--- src/rtl/core/fscd_pkg.sv ---
// ----------------------------------------------------------------------------
// fscd_pkg
// Types and constants of the FIFO sector cache directory.
// ----------------------------------------------------------------------------
`timescale 1ns / 1ps

package fscd_pkg;

    localparam int ENTRIES      = 64;
    localparam int SECTOR_BYTES = 512;

    localparam int IDX_W    = (ENTRIES > 1) ? $clog2(ENTRIES) : 1;
    localparam int CNT_W    = $clog2(ENTRIES + 1);
    localparam int SECTOR_W = 32;
    localparam int OFFSET_W = 9;
    localparam int SLOT_W   = 6;
    localparam int ADDR_W   = 15;

    typedef enum logic [1:0] {
        ACT_READ  = 2'd0,
        ACT_WRITE = 2'd1,
        ACT_FREE  = 2'd2,
        ACT_FLUSH = 2'd3
    } t_action;

    typedef enum logic [2:0] {
        KIND_ACCESS      = 3'd0,
        KIND_FILL        = 3'd1,
        KIND_WRITEBACK   = 3'd2,
        KIND_FREED       = 3'd3,
        KIND_FREE_MISS   = 3'd4,
        KIND_FLUSH_EMPTY = 3'd5
    } t_kind;

    typedef struct packed {
        t_action               action;
        logic [SECTOR_W-1:0]   sector;
        logic [OFFSET_W-1:0]   offset;
        logic                  request_last;
    } t_in_req;

    typedef struct packed {
        t_kind                 kind;
        logic [SECTOR_W-1:0]   target_sector;
        logic [SLOT_W-1:0]     slot;
        logic [ADDR_W-1:0]     byte_address;
        logic                  is_write;
        logic                  end_of_request;
        logic                  last;
    } t_out_res;

    // one directory entry held by a cell
    typedef struct packed {
        logic [SECTOR_W-1:0]   sector;
        logic [SLOT_W-1:0]     slot;
    } t_entry;

    typedef struct packed {
        logic live;        // position below the entry count
        logic take_next;   // shift from the younger neighbor
        logic load;        // load the supplied entry
    } t_cell_ctl;

    typedef struct packed {
        logic                  set;
        logic [SLOT_W-1:0]     set_slot;
        logic                  clr;
        logic [SLOT_W-1:0]     clr_slot;
    } t_map_upd;

endpackage

--- src/rtl/core/fscd_slot_map.sv ---
// ----------------------------------------------------------------------------
// fscd_slot_map
// Slot occupancy bitmap with lowest-free-slot finder.
// ----------------------------------------------------------------------------
`timescale 1ns / 1ps

module fscd_slot_map import fscd_pkg::*; (
    input  logic              i_clk,
    input  logic              i_rst_n,
    input  t_map_upd          i_upd,
    output logic [SLOT_W-1:0] o_free_slot
);

    logic [ENTRIES-1:0] r_map;
    logic [ENTRIES-1:0] w_inv;
    logic [ENTRIES-1:0] w_low;

    always_ff @(posedge i_clk) begin
        if (!i_rst_n) begin
            r_map <= '0;
        end else begin
            if (i_upd.clr) begin
                r_map[i_upd.clr_slot[IDX_W-1:0]] <= 1'b0;
            end
            if (i_upd.set) begin
                r_map[i_upd.set_slot[IDX_W-1:0]] <= 1'b1;
            end
        end
    end

    // isolate the lowest zero bit, then encode it
    assign w_inv = ~r_map;
    assign w_low = w_inv & (~w_inv + ENTRIES'(1));

    always_comb begin
        o_free_slot = '0;
        for (int i = 0; i < ENTRIES; i++) begin
            if (w_low[i]) begin
                o_free_slot = o_free_slot | SLOT_W'(i);
            end
        end
    end

endmodule

--- config.mk ---
export PLATFORM = sky130hd
export DESIGN_NAME = fscd_slot_map
export DESIGN_NICKNAME = d
export VERILOG_FILES = /design/src/rtl/core/fscd_pkg.sv /design/src/rtl/core/fscd_slot_map.sv
export SDC_FILE = /design/constraint.sdc
export NUM_CORES = 1
export LEC_CHECK = 0
export CORE_ASPECT_RATIO = 1.1
export CORE_MARGIN = 3
export CORE_UTILIZATION = 60
export CTS_CLUSTER_SIZE = 16
export DETAILED_ROUTE_END_ITERATION = 10
export DONT_BUFFER_PORTS = 1
export PLACE_DENSITY = 0.76
export SYNTH_ARGS = -nofsm -noshare
export SYNTH_HDL_FRONTEND = slang
export SYNTH_SLANG_ARGS = --single-unit
--- constraint.sdc ---
create_clock -name i_clk -period 4.8 [get_ports i_clk]
set_clock_uncertainty 0.1 [all_clocks]
set_input_delay 0.48 -clock i_clk [delete_from_list [all_inputs] [get_ports i_clk]]
set_output_delay 0.48 -clock i_clk [all_outputs]
set_load 0.02 [all_outputs]
* Word-level counts from Yosys, hierarchy flattened
Index checks and enable logic that the tools add are counted.
Storage, ports and cells: logic and storage cells 85, bits in registers 64
Operators by class: muxes and demuxes 71, reduce and logical (&&, ||, !) cells 2, $add $sub $neg 1, bitwise operators 6, $lt $le $gt $ge 4
Operators with widths (number):
- 2-to-1 mux 64 bit | 4
- 2-to-1 mux 6 bit | 32
- NOT 64 bit | 3
- bitwise AND 64 bit | 2
- 2-to-1 mux 5 bit | 16
- adder 64 x 1 -> 64 bit, second input constant | 1
- OR 64 bit | 1
- 2-to-1 mux 4 bit | 8
- < comparator 6 x 7 -> 1 bit, second input constant | 2
- demux 1 bit (select 6 bit) | 2
- >= comparator 6 x 1 -> 1 bit, second input constant | 2
- 2-to-1 mux 3 bit | 4
- 2-to-1 mux 2 bit | 2
- 2-to-1 mux 1 bit | 3
- logical AND 1 bit | 2

* Depth between registers and ports, before layout
depth in word-level cells 67, mapped depth 7, depth with buffers taken out 7

* Worst setup path after synthesis
Ideal clock, no wire load.
kind register to output, start point register r_map[2], end point output o_free_slot[2], arrival time 1924 ps, path buffers 0, cell stages (with the launch flop) 8, setup slack 2296 ps, path through dfxtp_1 nand4_1 nor4b_4 nand3_4 or3_4 a21oi_2 nor2_1 nand4b_1
On the way: cells in the longest elaborated chain, start to end 64
RTL lines:
- start: declaration | RTL line fscd_slot_map.sv:14 | logic [ENTRIES-1:0] r_map;
- start signal: assignment | RTL line fscd_slot_map.sv:20 | r_map <= '0;
- start signal: indexed assignment | RTL line fscd_slot_map.sv:23 | r_map[i_upd.clr_slot[IDX_W-1:0]] <= 1'b0;
- start signal: indexed assignment | RTL line fscd_slot_map.sv:26 | r_map[i_upd.set_slot[IDX_W-1:0]] <= 1'b1;
- NOT 64 bit * | RTL line fscd_slot_map.sv:32 | assign w_inv = ~r_map;
- NOT 64 bit * | RTL line fscd_slot_map.sv:33 | assign w_low = w_inv & (~w_inv + ENTRIES'(1));
- adder 64 x 1 -> 64 bit * | RTL line fscd_slot_map.sv:33
- bitwise AND 64 bit * | RTL line fscd_slot_map.sv:33
- 2-to-1 mux 3 bit (4 in series) | RTL line fscd_slot_map.sv:38 | if (w_low[i]) begin
- 2-to-1 mux 4 bit (8 in series) | RTL line fscd_slot_map.sv:38
- 2-to-1 mux 5 bit (16 in series) | RTL line fscd_slot_map.sv:38
- 2-to-1 mux 6 bit (31 in series) | RTL line fscd_slot_map.sv:38
- 2-to-1 mux 6 bit * | RTL line fscd_slot_map.sv:38
- end: declaration | RTL line fscd_slot_map.sv:11 | output logic [SLOT_W-1:0] o_free_slot
Every way passes the cells marked *; elsewhere a longest branch is shown, timed or not.

* Worst setup path after layout
start point register r_map[8], end point output o_free_slot[4]
On the way: cells in the longest elaborated chain, start to end 52
RTL lines (RTL line):
- NOT 64 bit * | fscd_slot_map.sv:32
- NOT 64 bit * | fscd_slot_map.sv:33
- adder 64 x 1 -> 64 bit * | fscd_slot_map.sv:33
- bitwise AND 64 bit * | fscd_slot_map.sv:33
- 2-to-1 mux 5 bit (16 in series) | fscd_slot_map.sv:38
- 2-to-1 mux 6 bit (31 in series) | fscd_slot_map.sv:38
- 2-to-1 mux 6 bit * | fscd_slot_map.sv:38
Marks and branches as above.

==> impl_metrics.xml <==
<?xml version="1.0" encoding="UTF-8"?>
<metrics>
  <group name="setup_path">
    <metric name="path_class" unit="">reg2out</metric>
    <metric name="critical-path-slowest-cell" unit="">sky130_fd_sc_hd__nor4_1</metric>
    <metric name="setup.reg_to_reg.worst_slack" unit="ns">3.78</metric>
    <metric name="worst_setup_path_start_kind" unit="">flip-flop</metric>
    <metric name="critPathMaxFanout" unit="">9</metric>
    <metric name="r2r.worst_path.cells" unit="">2</metric>
    <metric name="cp.arrival" unit="ns">2.82</metric>
    <metric name="required" unit="ns">4.22</metric>
    <metric name="max_stage_delay" unit="ns">0.52</metric>
    <metric name="crit_chain" unit="">and4_1, nor4b_4, nand3_4, nor4_1, a31o_1, nor4b_1, nand4_1</metric>
    <metric name="worstSetupEndpointType" unit="">primary output</metric>
  </group>
  <group name="cts">
    <metric name="clkLatencyLatePin" unit="ns">0.34</metric>
    <metric name="cts-hold-fix-buffers" unit="">0</metric>
    <metric name="cts_tree" unit="">done</metric>
    <metric name="cts.clk_slew.worst_paths" unit="ns">0.07</metric>
    <metric name="cts_num_sinks" unit="">64</metric>
    <metric name="cts_root_buf" unit="">sky130_fd_sc_hd__clkbuf_8</metric>
    <metric name="cts_resized" unit="">0</metric>
    <metric name="clock_tree.buffer_depth" unit="">2</metric>
    <metric name="htreeDepth" unit="">3</metric>
    <metric name="post-cts-setup-buffer-count" unit="">0</metric>
    <metric name="cts_inserted_buffers" unit="">9</metric>
  </group>
  <group name="final_layout">
    <metric name="nets" unit="">543</metric>
    <metric name="reg.largest.list" unit="">r_map x64</metric>
    <metric name="largest_register_ffs" unit="">64</metric>
    <metric name="largest_register" unit="">r_map</metric>
    <metric name="mostFrequentLayoutCells" unit="">98 x sky130_fd_sc_hd__nand2_1, 79 x sky130_fd_sc_hd__o21ai_0, 65 x sky130_fd_sc_hd__a21boi_0, 64 x sky130_fd_sc_hd__dfxtp_1, 27 x sky130_fd_sc_hd__nor2_1</metric>
    <metric name="layout-drive-gt1-share" unit="">0.06215</metric>
    <metric name="layout-area-overhead-vs-synth" unit="%">5.914</metric>
    <metric name="final_common_cell" unit="">sky130_fd_sc_hd__nand2_1</metric>
    <metric name="antenna_cells" unit="">0</metric>
    <metric name="layout.area.seq" unit="um^2">1281</metric>
    <metric name="fillers" unit="">531</metric>
    <metric name="multiInputGateArea" unit="um^2">2574</metric>
    <metric name="final_core_utilization" unit="">0.6685</metric>
  </group>
  <group name="synth">
    <metric name="synth_sequential_area_ratio" unit="">0.3238</metric>
    <metric name="synth_area" unit="um^2">3956</metric>
    <metric name="yosys_warnings" unit="">0</metric>
    <metric name="mean_instance_size_in_the_synthesized_netlist" unit="um^2">7.437</metric>
    <metric name="syn_nets" unit="">548</metric>
    <metric name="synth.ff_latch_count" unit="">64</metric>
    <metric name="async_reset_ff_frac" unit="">0</metric>
    <metric name="synth_ff_type" unit="">sky130_fd_sc_hd__dfxtp_1</metric>
    <metric name="syn-instance-count" unit="">532</metric>
    <metric name="post_synth_edffs" unit="">0</metric>
    <metric name="netlist-cell-type-count" unit="">56</metric>
  </group>
  <group name="global_routing">
    <metric name="vias_in_the_first_global_route" unit="">4036</metric>
    <metric name="antenna_found_initial" unit="">0</metric>
    <metric name="gr-total-overflow" unit="">0</metric>
    <metric name="global_route_usage_over_all_layers" unit="">0.3681</metric>
    <metric name="grt_start_max_net_pins" unit="">65</metric>
    <metric name="grt_pass1_wl" unit="um">21940</metric>
  </group>
  <group name="sta">
    <metric name="timing_hold_violations_final" unit="">0</metric>
    <metric name="finalWorstPathRequiredPeriod" unit="ns">3.400</metric>
    <metric name="f_max" unit="GHz">0.2941</metric>
    <metric name="timing.final.crit_share" unit="">0.7084</metric>
    <metric name="final.setup.tns" unit="ns">0</metric>
    <metric name="report.final.slew_viol_count" unit="">0</metric>
    <metric name="hold_slack" unit="ns">0.1812</metric>
    <metric name="rsz_0062_raised_after_global_routing" unit="">false</metric>
    <metric name="max-slew-margin-rel" unit="">0.1943</metric>
    <metric name="slew_at_the_pin_with_the_worst_max_slew_slack" unit="ns">1.206</metric>
    <metric name="timing.final.setup_violations" unit="">0</metric>
  </group>
  <group name="place">
    <metric name="place.port_buffers" unit="">0</metric>
    <metric name="place.gp.congestion" unit="">0.9818</metric>
    <metric name="place.detailed.hpwl" unit="um">10660</metric>
  </group>
  <group name="drt">
    <metric name="detailroute.via_count" unit="">4411</metric>
    <metric name="postRouteAntennaNets" unit="">0</metric>
    <metric name="avgViaCountPerCell" unit="">7.219</metric>
    <metric name="drc" unit="">0</metric>
    <metric name="drt_iter0_drc" unit="">553</metric>
    <metric name="drt-wirelength-per-cell" unit="um">23.00</metric>
    <metric name="routed_wirelength" unit="um">14060</metric>
    <metric name="first_pass_iters" unit="">5</metric>
  </group>
  <group name="die">
    <metric name="floorplan.die.width" unit="um">83.43</metric>
    <metric name="die_footprint" unit="um^2">7605</metric>
    <metric name="core_area" unit="um^2">6269</metric>
    <metric name="std_cell_rows" unit="">30</metric>
    <metric name="die-height" unit="um">91.17</metric>
    <metric name="num_io_pins" unit="">22</metric>
    <metric name="effective_utilization_at_floorplan" unit="">0.6311</metric>
  </group>
  <group name="job">
    <metric name="max_cap_viol_count" unit="">0</metric>
  </group>
  <group name="power">
    <metric name="power.static_leakage" unit="nW">1.191</metric>
    <metric name="vdd_ir_drop_max" unit="V">0.0002954</metric>
    <metric name="pwr_density_cell" unit="nW/um^2">248.7</metric>
  </group>
  <group name="status">
    <metric name="outcome" unit="">finished clean</metric>
  </group>
  <group name="worst_hold_path">
    <metric name="holdCritPathClass" unit="">in2reg</metric>
    <metric name="whs_path_depth" unit="">1</metric>
  </group>
</metrics>
==> per-stage QoR <==
stage / std cells / power [W] / instance area, um^2 / worst slack, ns
finish: 611 / 0.001042 / 4190 / 1.400
global route: 611 / 0.001066 / 4190 / 1.262
CTS: 611 / 0.001034 / 4190 / 1.443
detailed placement: 596 / 0.0005994 / 4004 / 1.823
global placement: 596 / 0.0005983 / 4004 / 1.779
floorplan: 532 / 0.0005920 / 3956 / 2.296
==> cell type report <==
cell class | count | area share
inverters | 9 | 0.008062
well taps | 80 | 0.02389
flip-flops and latches | 64 | 0.3058
clock buffers | 10 | 0.03046
repair buffers | 2 | 0.003583
clock inverters | 5 | 0.01403
multi-input cells | 441 | 0.6142
==> cell families after synthesis <==
group | Yosys count | share of synthesized area
AND/OR/NAND/NOR | 255 | 0.3482
AO/OA/AOI/OAI | 186 | 0.3023
flip-flops | 64 | 0.3238
buffers and inverters | 27 | 0.02561
==> where the power goes <==
| part | total [W] | leakage [nW] | internal, W | switching, W |
|---|---|---|---|---|
| registers | 0.000540 | 0.516 | 0.000535 | 0.00000567 |
| clock network | 0.000452 | 0.0883 | 0.000237 | 0.000215 |
| logic | 0.0000497 | 0.587 | 0.0000178 | 0.0000320 |
| total | 0.00104 | 1.19 | 0.000789 | 0.000253 |
==> critical path, delay by kind of cell (launching register included) <==
kind            cells  cell delay (ns)
simple gates        6             1.84
flops               1             0.44
compound gates      1             0.20
==> Yosys cell counts (4+ instances only) <==
library cell / n / area (um^2)
sky130_fd_sc_hd__nand3b_1: 4 / 30.03
sky130_fd_sc_hd__a21boi_0: 65 / 488.0
sky130_fd_sc_hd__nor4_1: 5 / 31.28
sky130_fd_sc_hd__nand4_1: 22 / 137.6
sky130_fd_sc_hd__nand4b_1: 8 / 70.07
sky130_fd_sc_hd__nand3_1: 21 / 105.1
sky130_fd_sc_hd__and4_1: 6 / 52.55
sky130_fd_sc_hd__clkbuf_1: 17 / 63.81
sky130_fd_sc_hd__nor3_1: 9 / 45.04
sky130_fd_sc_hd__nor2_1: 27 / 101.4
sky130_fd_sc_hd__o21ai_0: 79 / 395.4
sky130_fd_sc_hd__inv_1: 9 / 33.78
sky130_fd_sc_hd__nand2b_1: 9 / 56.30
sky130_fd_sc_hd__nand2_1: 98 / 367.9
sky130_fd_sc_hd__and3_1: 5 / 31.28
sky130_fd_sc_hd__and2_1: 5 / 31.28
sky130_fd_sc_hd__nor2b_1: 5 / 31.28
sky130_fd_sc_hd__dfxtp_1: 64 / 1281
sky130_fd_sc_hd__nor3b_1: 6 / 45.04
sky130_fd_sc_hd__a211oi_1: 7 / 52.55
sky130_fd_sc_hd__a21oi_1: 10 / 50.05
sky130_fd_sc_hd__or2_2: 5 / 31.28
==> layer usage <==
metal,vias up,track usage,share of wire
met5,-,0,0
met4,0,0.1756,0.051
met3,68,0.08621,0.092
met2,283,0.6096,0.47
met1,2098,0.4498,0.39
li1,1962,-,-
==> worst paths after layout <==
path,startpoint,to
hold reg to reg,r_map[37],r_map[37]
setup reg to reg,r_map[39],r_map[39]
hold / removal,i_rst_n,r_map[62]
setup / recovery,r_map[8],o_free_slot[4]
Note: power is estimated with default switching activity, not from simulation.
