## src/rtl/core/fscd_pkg.sv

```systemverilog
// ----------------------------------------------------------------------------
// fscd_pkg
// Types and constants of the FIFO sector cache directory.
// ----------------------------------------------------------------------------
`timescale 1ns / 1ps

package fscd_pkg;

    localparam int ENTRIES      = 64;
    localparam int SECTOR_BYTES = 512;

    localparam int IDX_W    = (ENTRIES > 1) ? $clog2(ENTRIES) : 1;
    localparam int CNT_W    = $clog2(ENTRIES + 1);
    localparam int SECTOR_W = 32;
    localparam int OFFSET_W = 9;
    localparam int SLOT_W   = 6;
    localparam int ADDR_W   = 15;

    typedef enum logic [1:0] {
        ACT_READ  = 2'd0,
        ACT_WRITE = 2'd1,
        ACT_FREE  = 2'd2,
        ACT_FLUSH = 2'd3
    } t_action;

    typedef enum logic [2:0] {
        KIND_ACCESS      = 3'd0,
        KIND_FILL        = 3'd1,
        KIND_WRITEBACK   = 3'd2,
        KIND_FREED       = 3'd3,
        KIND_FREE_MISS   = 3'd4,
        KIND_FLUSH_EMPTY = 3'd5
    } t_kind;

    typedef struct packed {
        t_action               action;
        logic [SECTOR_W-1:0]   sector;
        logic [OFFSET_W-1:0]   offset;
        logic                  request_last;
    } t_in_req;

    typedef struct packed {
        t_kind                 kind;
        logic [SECTOR_W-1:0]   target_sector;
        logic [SLOT_W-1:0]     slot;
        logic [ADDR_W-1:0]     byte_address;
        logic                  is_write;
        logic                  end_of_request;
        logic                  last;
    } t_out_res;

    // one directory entry held by a cell
    typedef struct packed {
        logic [SECTOR_W-1:0]   sector;
        logic [SLOT_W-1:0]     slot;
    } t_entry;

    typedef struct packed {
        logic live;        // position below the entry count
        logic take_next;   // shift from the younger neighbor
        logic load;        // load the supplied entry
    } t_cell_ctl;

    typedef struct packed {
        logic                  set;
        logic [SLOT_W-1:0]     set_slot;
        logic                  clr;
        logic [SLOT_W-1:0]     clr_slot;
    } t_map_upd;

endpackage

```

## src/rtl/core/fscd_cell.sv

```systemverilog
// ----------------------------------------------------------------------------
// fscd_cell
// One FIFO position: holds an entry, compares it against the lookup key.
// ----------------------------------------------------------------------------
`timescale 1ns / 1ps

module fscd_cell import fscd_pkg::*; (
    input  logic                i_clk,
    input  t_cell_ctl           i_ctl,
    input  t_entry              i_next,
    input  t_entry              i_new,
    input  logic [SECTOR_W-1:0] i_key,
    output t_entry              o_entry,
    output logic                o_match
);

    t_entry r_entry;

    always_ff @(posedge i_clk) begin
        if (i_ctl.load) begin
            r_entry <= i_new;
        end else if (i_ctl.take_next) begin
            r_entry <= i_next;
        end
    end

    assign o_entry = r_entry;
    assign o_match = i_ctl.live && (r_entry.sector == i_key);

endmodule

```

## config.mk

```make
export PLATFORM = sky130hd
export DESIGN_NAME = fscd_cell
export DESIGN_NICKNAME = d
export VERILOG_FILES = /design/src/rtl/core/fscd_pkg.sv /design/src/rtl/core/fscd_cell.sv
export SDC_FILE = /design/constraint.sdc
export NUM_CORES = 1
export LEC_CHECK = 0
export BUFFER_PORTS_ARGS = -buffer_cell sky130_fd_sc_hd__buf_4
export CAP_MARGIN = 20
export CELL_PAD_IN_SITES_DETAIL_PLACEMENT = 1
export CELL_PAD_IN_SITES_GLOBAL_PLACEMENT = 1
export CORE_MARGIN = 1
export CORE_UTILIZATION = 31
export DETAILED_ROUTE_END_ITERATION = 10
export GPL_TIMING_DRIVEN = 0
export PLACE_DENSITY = 0.87
export SYNTH_ARGS = -nofsm -noshare
export SYNTH_HDL_FRONTEND = slang
export SYNTH_SLANG_ARGS = --single-unit
export TNS_END_PERCENT = 30
```

## constraint.sdc

```tcl
create_clock -name i_clk -period 3.42 [get_ports i_clk]
set_input_delay 0.342 -clock i_clk [delete_from_list [all_inputs] [get_ports i_clk]]
set_output_delay 0.342 -clock i_clk [all_outputs]
set_load 0.01 [all_outputs]
```

Word-level counts from Yosys, hierarchy flattened
Index checks and enable logic that the tools add are counted.
Storage, ports and cells
  register bits: 38
  input port bits: 112
  output and inout port bits: 39
  logic and storage cells: 7
Cells by class
  eq/ne operators: 1
  multiplexer cells: 2
  reduce and logical (&&, ||, !) cells: 2
Operator list (number)
  38-bit two-way mux: 2
  32-bit == test: 1
  2-bit nonzero test: 1
  1-bit logical AND: 1

Depth between registers and ports, before layout
Gate-level depths: netlist (run 1).
  depth in word-level cells: 2
  mapped depth: 4
  gate-level depth less buffers: 4

Worst setup path before layout (run 1)
Ideal clock, no wire load.
  kind: input to register
  from: input i_ctl[0] (netlist bit)
  to: register r_entry (netlist bit o_entry[0]) (enable)
  library setup time: 0.378 ns
  data arrival time: 1.267 ns
  data required time: 3.042 ns
  slack: 1.775 ns
  stages on the path: 3
  path buffers: 2
  cells stage by stage: buf_2 buf_4 or2_2
On the way
  word-level cells in the longest chain between the ends: 1
RTL lines
  from (decl): RTL line fscd_cell.sv:9  | input t_cell_ctl i_ctl,
  2-bit nonzero test (no line)
  to (signal assigned): RTL line fscd_cell.sv:21  | r_entry <= i_new;
  to (signal assigned): RTL line fscd_cell.sv:23  | r_entry <= i_next;
  to (decl): RTL line fscd_cell.sv:17  | t_entry r_entry;
No other way between the ends.
A chain may end at the register's enable or synchronous reset.

Worst setup path after layout (run 1)
  from: register r_entry (netlist bit o_entry[10])
  to: output o_match
On the way
  word-level cells in the longest chain between the ends: 2
RTL lines
  32-bit == test: RTL line fscd_cell.sv:28  | assign o_match = i_ctl.live && (r_entry.sector == i_key);
  1-bit logical AND: RTL line fscd_cell.sv:28
  to (decl): RTL line fscd_cell.sv:14  | output logic o_match
No other way between the ends.

==> impl_metrics.tcl, run 1 <==
set metrics [dict create \
    cts_setup_buffers 0 \
    min_period_ns 2.116 \
    cpPeakStageDelay_ns 0.45 \
    clock_tree.root_cell "clkbuf_8" \
    nets 393 \
    drive_gt1_share_pct 70.57 \
    start_util_pct 32.60 \
    antenna_found_initial 0 \
    power_leakage_nw 1.454 \
    placementRows 28 \
    crit_type "register to primary output" \
    fin_setup_tns_ns 0 \
    synthCells 125 \
    mostFrequentLayoutCell "buf_4" \
    worstSetupStartpoint "o_entry[10]$_DFFE_PP_" \
    synth_warnings 0 \
    first_global_vias 1775 \
    coreArea_um2 5991 \
    setup_viol 0 \
    worstMarginPinSlew_ns 0.9540 \
    cts_tree "done" \
    syn-num-nets 237 \
    insertedDiodeCount 0 \
    ys_ff_latch 38 \
    area_growth_pct 66.24 \
    fin_util_pct 54.20 \
    crit_chain "xor2_1 -> nor4_1 -> nand4_1 -> nor3_2 -> buf_4" \
    cp_max_fo 2 \
    place_inst 349 \
    io-pin-count 151 \
    grtUsageMet1_pct 16.47 \
    fmax_mhz 472.5 \
    met3_usage_pct 3.596 \
    die_x_um 81.38 \
    grt_max_degree 39 \
    die_h_um 81.38 \
    clockBufferDepth 2 \
    crit_slowest_cell "edfxtp_1" \
    slew_viol_final 0 \
    clkTransAtPathRegs_ns 0.08 \
    largest_register_ffs 38 \
    cts_resized 0 \
    ir_drop_mv 0.2081 \
    grt_pass1_wl_mm 8.073 \
    h-tree-depth 2 \
    outcome "complete, no violations" \
    crit_required_ns 3.08 \
    fin_crit_sh_pct 61.88 \
    critPathCaptureType "primary output" \
    overflow 0 \
    p_per_area_nw_per_um2 373.8 \
    p_comb_share_pct 25.5 \
    ant_nets 0 \
    synth_area_leaders "edfxtp_1, mux2_2, xor2_1" \
    stdcell_area_um2 3247 \
    cpLargestDelayFamily "simple AND/OR/NAND/NOR gates" \
    drt_iter0_drc 16 \
    crit_arrival_ns 1.77 \
    cap_violations 0 \
    stdcell_count 357 \
    layout_common_cells "buf_4, mux2_2, edfxtp_1" \
    top_usage_layer "met2" \
    vias 1620 \
    drcViolationCount 0 \
    clkSinkCount 38 \
    post_drt_wl_per_cell_um 15.73 \
    hp-start "i_next[10]" \
    numCtsBuffers 5 \
    netSwitchingFraction_pct 24.94 \
    totalWireLength_mm 5.615 \
    p_int_uw 911.0 \
    port_buffers 149 \
    dr.pass1.iters 2 \
    yosysTopAreaCell "edfxtp_1" \
    clockPowerShare_pct 24.5 \
    hold_path_class "primary input to register" \
    crit_path_start_kind "register" \
    grt_setup_unrepaired "false" \
    synth_cell_types 12 \
    max_slew_margin_pct 36.40 \
    synth_top_area_share_pct 58.42 \
    synth_area_um2 1953 \
    p_switching_uw 302.7 \
    crit_buf_inv 1 \
    endpoint "o_match" \
    hold_viol_final 0 \
    detailed_place.area_um2 3166 \
    viasPerCell 4.538 \
    gp_congestion 0.7575 \
    post-dp-hpwl_mm 4.516 \
    ys_seq_area_share_pct 58.42 \
    pwr-share-seq_pct 50.0 \
    finalPower_mw 1.214 \
    cp.depth 5 \
    ctsHoldBuffers 0 \
    fp.dieArea_um2 6622 \
    grtUsageTotal_pct 16.80 \
    globalRouteMet2Util_pct 33.17 \
    avgSynthCellArea_um2 15.62 \
]
cell type report:
| cell class | count | area, um2 |
|---|---|---|
| plain buffers | 4 | 22.52 |
| clock buffers | 6 | 72.57 |
| clock inverters | 2 | 8.758 |
| fillers | 649 | 2744 |
| multi-input cells | 83 | 789.5 |
| flip-flops and latches | 38 | 1141 |
| well taps | 75 | 93.84 |
| repair buffers | 149 | 1119 |
synthesized netlist by cell type (all sizes together):
| master | count |
|---|---|
| mux2 | 38 |
| nand3 | 2 |
| nor4 | 7 |
| edfxtp | 38 |
| nor3 | 2 |
| xnor2 | 1 |
| buf | 4 |
| xor2 | 31 |
| or2 | 1 |
| nand4 | 1 |
kinds of logic (layout without fill, tap and decap cells):
group	Yosys count	after routing	share of synthesized area, %
simple gates	13	13	4.164
buf+inv	4	161	1.153
mux	38	38	21.91
xor+xnor	32	32	14.35
flops	38	38	58.42
how the worst min path moves through the flow:
| stage | to | slack, ns | depth (start not counted) |
|---|---|---|---|
| 3_5_place_dp | o_entry[0]$_DFFE_PP_ | 0.65 | 2 |
| 6_report | o_entry[10]$_DFFE_PP_ | 0.36 | 2 |
| 4_1_cts | o_entry[12]$_DFFE_PP_ | 0.35 | 2 |
| 3_3_place_gp | o_entry[19]$_DFFE_PP_ | 0.64 | 2 |
| 5_1_grt | o_entry[35]$_DFFE_PP_ | 0.35 | 2 |
| 2_1_floorplan | o_entry[26]$_DFFE_PP_ | 0.56 | 1 |
layer usage:
| layer | routed length (um) | up-vias | part of all wire (%) |
|---|---|---|---|
| li1 | - | 779 | - |
| met1 | 1906 | 766 | 34 |
| met2 | 3266 | 71 | 58 |
| met3 | 378 | 4 | 6.7 |
| met4 | 64 | 0 | 1.1 |
| met5 | 0 | - | 0 |
power groups by stage:
stage | logic (mW) | registers [mW] | clock network, mW
after floorplan | 0.0916 | 0.639 | 0
after global placement | 0.307 | 0.614 | 0
after detailed placement | 0.313 | 0.618 | 0
after CTS | 0.315 | 0.608 | 0.309
after global routing | 0.335 | 0.612 | 0.322
final | 0.310 | 0.607 | 0.297
per-stage QoR:
step                hold WS, ns  setup WS, ns
floorplan                0.5618         1.775
global placement         0.6442         1.367
detailed placement       0.6482         1.352
CTS                      0.3490         1.267
global route             0.3478         1.204
finish                   0.3579         1.304
(Power assumes the default switching activity.)
==> run 2: changes to the inputs <==
Settings changed: CORE_UTILIZATION 31 to 26, PLACE_DENSITY 0.87 to 0.78.
Clock period 3.42 ns to 1.8 ns, I/O delays scaled along.
==> run 2 against run 1 <==
Effect of this change:
- the run now ends with setup timing left
- first-iteration DRC count increased by 94%
- worst setup slack lost 1.4 ns
- hold slack got worse by 0.17 ns
- non-clock buffer count up 1
- cell area up 1.5%
- critical path depth stayed put
- wire length is 7.9% higher
- die area grew 19%
- cell count up 7.0%
- utilization fell by 8.7 points
- critical endpoint unchanged
==> impl_metrics.tcl, run 2 (synthesis results as in run 1) <==
set metrics [dict create \
    outcome "complete, but fails checks" \
    violations "setup timing" \
    first_global_vias 1797 \
    clockBufferDepth 2 \
    ir_drop_mv 0.2794 \
    post_drt_wl_per_cell_um 15.86 \
    clock_tree.root_cell "clkbuf_8" \
    nets 394 \
    largest_register_ffs 38 \
    crit_arrival_ns 1.73 \
    insertedDiodeCount 0 \
    placementRows 31 \
    finalPower_mw 2.322 \
    overflow 0 \
    p_switching_uw 586.1 \
    fmax_mhz 523.4 \
    totalWireLength_mm 6.057 \
    grt_pass1_wl_mm 8.818 \
    grt_setup_unrepaired "true" \
    viasPerCell 4.346 \
    start_util_pct 26.93 \
    port_buffers 149 \
    p_int_mw 1.735 \
    drive_gt1_share_pct 71.38 \
    min_period_ns 1.911 \
    layout_common_cells "buf_4, mux2_2, edfxtp_1" \
    h-tree-depth 2 \
    grtUsageTotal_pct 15.20 \
    drcViolationCount 0 \
    layout_setup_ws_ns -0.1106 \
    setup_viol 1 \
    clkSinkCount 38 \
    seq_area_um2 1141 \
    gp_congestion 0.7111 \
    cp_max_fo 2 \
    multi_input_comb_area_um2 802.0 \
    fin_setup_tns_ns -0.1106 \
    dr.pass1.iters 3 \
    detailed_place.area_um2 3196 \
    slew_viol_final 0 \
    antenna_found_initial 0 \
    crit_type "register to primary output" \
    critPathCaptureType "primary output" \
    max_slew_margin_pct 37.55 \
    vias 1660 \
    crit_required_ns 1.62 \
    clockPowerShare_pct 24.3 \
    numCtsBuffers 5 \
    coreArea_um2 7253 \
    worstMarginPinSlew_ns 0.9367 \
    stdcell_area_um2 3297 \
    fp.dieArea_um2 7862 \
    cts_tree "done" \
    cap_violations 0 \
    mostFrequentLayoutCell "buf_4" \
    post-dp-hpwl_mm 4.951 \
    die_h_um 88.67 \
    p_comb_share_pct 25.9 \
    pwr-share-seq_pct 49.7 \
    io-pin-count 151 \
    fin_crit_sh_pct 106.1 \
    hold_viol_final 0 \
    p_per_area_nw_per_um2 704.2 \
    ant_nets 0 \
    clkTransAtPathRegs_ns 0.08 \
    hold_path_class "primary input to register" \
    die_x_um 88.67 \
    n_fill_cell 816 \
    area_growth_pct 68.80 \
    crit_path_start_kind "register" \
    netSwitchingFraction_pct 25.25 \
    grt_max_degree 39 \
    ctsHoldBuffers 0 \
    drt_iter0_drc 31 \
    power_leakage_nw 1.460 \
]
run 2: changes by cell type in the layout (fill, tap and decap cells not counted), sizes merged:
cell	previous run	this run
buf	153	154
run 2: final cells by class:
| class | instances | share of cell area, % |
|---|---|---|
| clock buffer | 6 | 2.201 |
| clock inverter | 2 | 0.2657 |
| timing repair buffer | 150 | 34.16 |
| sequential | 38 | 34.61 |
| tap | 99 | 3.757 |
| buffer | 4 | 0.6831 |
| multi-input combinational | 83 | 24.33 |
run 2: power groups by stage:
stage	registers (mW)	logic, mW	clock network (mW)
floorplan	1.21	0.174	0
global placement	1.17	0.589	0
detailed placement	1.18	0.603	0
CTS	1.16	0.612	0.598
global route	1.17	0.654	0.633
finish	1.15	0.602	0.565
run 2: routing by layer:
metal,vias to the layer above,share of wire (%),GRT usage [%]
li1,780,-,-
met1,802,34,15.73
met2,74,58,30.07
met3,4,7.7,4.104
met4,0,0.69,3.519
met5,-,0,0
run 2: final timing paths:
| kind | startpoint | slack, ns | endpoint | depth (start not counted) |
|---|---|---|---|---|
| worst min-delay path | i_new[16] | 0.19 | o_entry[16]$_DFFE_PP_ | 2 |
| worst max-delay path | o_entry[29]$_DFFE_PP_ | -0.11 | o_match | 5 |
run 2: worst max-delay path, stage by stage, from the launching register on:
cell,delay (ns)
edfxtp_1,0.42
xor2_1,0.17
nor4_2,0.37
nand4_1,0.20
nor3_2,0.13
buf_4,0.14
run 2: timing repair:
item	4_1_cts	5_1_grt
buffers inserted	0	1
endpoints found under the setup margin	1	1
pin swaps	3	3
gates resized for setup	2	0
run 2: stage by stage:
step	util, %	std cells	hold WS (ns)	worst slack, ns
5_1_grt	45.45	382	0.1720	-0.2276
2_1_floorplan	-	125	0.3998	0.3170
6_report	45.45	382	0.1915	-0.1106
3_3_place_gp	44.06	373	0.4822	-0.07028
4_1_cts	45.35	381	0.1797	-0.1753
3_5_place_dp	44.06	373	0.4856	-0.08599
==> run 3: changes to the inputs <==
Settings changed: RECOVER_POWER set to 50.
==> run 3 against run 2 <==
Effect of this change:
- the flow still finishes with violations (setup timing)
- fmax about the same
- first-iteration DRC count is 19% lower
- hold slack about the same
- die area did not move
- worst setup slack lost 0.00077 ns
- combinational power is 6.3% lower
- sequential share of layout area rose by 0.81 points
- clock power is essentially flat
- flip-flop and latch count did not move
- critical path depth unchanged
- cell count stayed put
- wire length up 0.17%
- critical path type unchanged
- largest cell class is now registers
==> impl_metrics.tcl, run 3 (synthesis results as in run 1) <==
set metrics [dict create \
    vias 1658 \
    viasPerCell 4.340 \
    hold_path_class "primary input to register" \
    clkSinkCount 38 \
    cp_max_fo 2 \
    ctsHoldBuffers 0 \
    layout_setup_ws_ns -0.1113 \
    coreArea_um2 7253 \
    gp_congestion 0.7111 \
    clkTransAtPathRegs_ns 0.08 \
    io-pin-count 151 \
    crit_arrival_ns 1.73 \
    first_global_vias 1797 \
    cap_violations 0 \
    ant_nets 0 \
    area_growth_pct 64.96 \
    drt_iter0_drc 25 \
    insertedDiodeCount 0 \
    drive_gt1_share_pct 63.60 \
    fin_util_pct 44.42 \
    dr.pass1.iters 3 \
    stdcell_count 382 \
    fmax_mhz 523.2 \
    ir_drop_mv 0.2732 \
    grtUsageTotal_pct 15.20 \
    largest_register_ffs 38 \
    outcome "complete, but fails checks" \
    p_per_area_nw_per_um2 708.8 \
    die_h_um 88.67 \
    layout_common_cells "buf_4, mux2_2, edfxtp_1" \
    slew_viol_final 0 \
    post-dp-hpwl_mm 4.951 \
    grt_pass1_wl_mm 8.818 \
    setup_viol 1 \
    port_buffers 149 \
    hold_ws_ns 0.1911 \
    grt_setup_unrepaired "true" \
    crit_path_start_kind "register" \
    hold_viol_final 0 \
    drcViolationCount 0 \
    fin_crit_sh_pct 106.2 \
    clockBufferDepth 2 \
    min_period_ns 1.911 \
    mostFrequentLayoutCell "buf_4" \
    die_x_um 88.67 \
    crit_required_ns 1.62 \
    post_drt_wl_per_cell_um 15.88 \
    totalWireLength_mm 6.067 \
    antenna_found_initial 0 \
    fin_setup_tns_ns -0.1113 \
    nets 394 \
    fp.dieArea_um2 7862 \
    placementRows 31 \
    worstSetupStartpoint "o_entry[29]$_DFFE_PP_" \
    critPathCaptureType "primary output" \
    finalPower_mw 2.284 \
    cts_tree "done" \
    h-tree-depth 2 \
    max_slew_margin_pct 37.54 \
    clock_tree.root_cell "clkbuf_8" \
    power_leakage_nw 1.382 \
    start_util_pct 26.93 \
    place_inst 373 \
    numCtsBuffers 5 \
    crit_type "register to primary output" \
    grt_max_degree 39 \
    overflow 0 \
    endpoint "o_match" \
    violations "setup timing" \
    worstMarginPinSlew_ns 0.9368 \
]
==> run 3: changes by cell type in the layout (fill, tap and decap cells not counted), sizes merged <==
cell	before	now
clkbuf	6	28
buf	154	132
==> run 3: through the flow <==
stage / area [um2] / setup WS (ns)
2_1_floorplan: 1953 / 0.3170
3_3_place_gp: 3196 / -0.07028
3_5_place_dp: 3196 / -0.08599
4_1_cts: 3289 / -0.1753
5_1_grt: 3222 / -0.2276
6_report: 3222 / -0.1113
==> run 3: final cells by class <==
class | instances | area, um2
well taps | 99 | 123.9
clock inverters | 2 | 8.758
flip-flops and latches | 38 | 1141
clock buffers | 6 | 72.57
repair buffers | 150 | 1055
multi-input cells | 83 | 802.0
plain buffers | 4 | 18.77
fillers | 829 | 4031
==> run 3: layer usage <==
layer	GRT usage, %	vias up	wire [um]
met5	0	-	0
met4	3.519	0	42
met3	4.104	4	460
met2	30.07	74	3489
met1	15.73	800	2074
li1	-	780	-
==> run 3: power by group <==
group	switching (mW)	internal, mW
registers	0.0622	1.09
logic	0.225	0.339
clock network	0.299	0.267
total	0.586	1.70
==> run 3: critical path, stage by stage (launching register included) <==
cell      delay [ns]
edfxtp_1        0.42
xor2_1          0.17
nor4_2          0.37
nand4_1         0.20
nor3_2          0.13
buf_4           0.14
==> run 3: repair_timing <==
action                     in CTS  in global routing
setup endpoints to repair       1                  1
resized for setup               2                  0
setup buffers                   0                  1
pin swaps                       3                  3
==> run 3: how the worst min path moves through the flow <==
stage                     startpoint               endpoint  slack, ns  depth (start not counted)
after floorplan           i_next[26]  o_entry[26]$_DFFE_PP_       0.40                          1
after global placement    i_next[24]  o_entry[24]$_DFFE_PP_       0.48                          2
after detailed placement  i_next[21]  o_entry[21]$_DFFE_PP_       0.49                          2
after CTS                  i_new[16]  o_entry[16]$_DFFE_PP_       0.18                          2
after global routing      i_next[21]  o_entry[21]$_DFFE_PP_       0.17                          2
final                      i_new[16]  o_entry[16]$_DFFE_PP_       0.19                          2
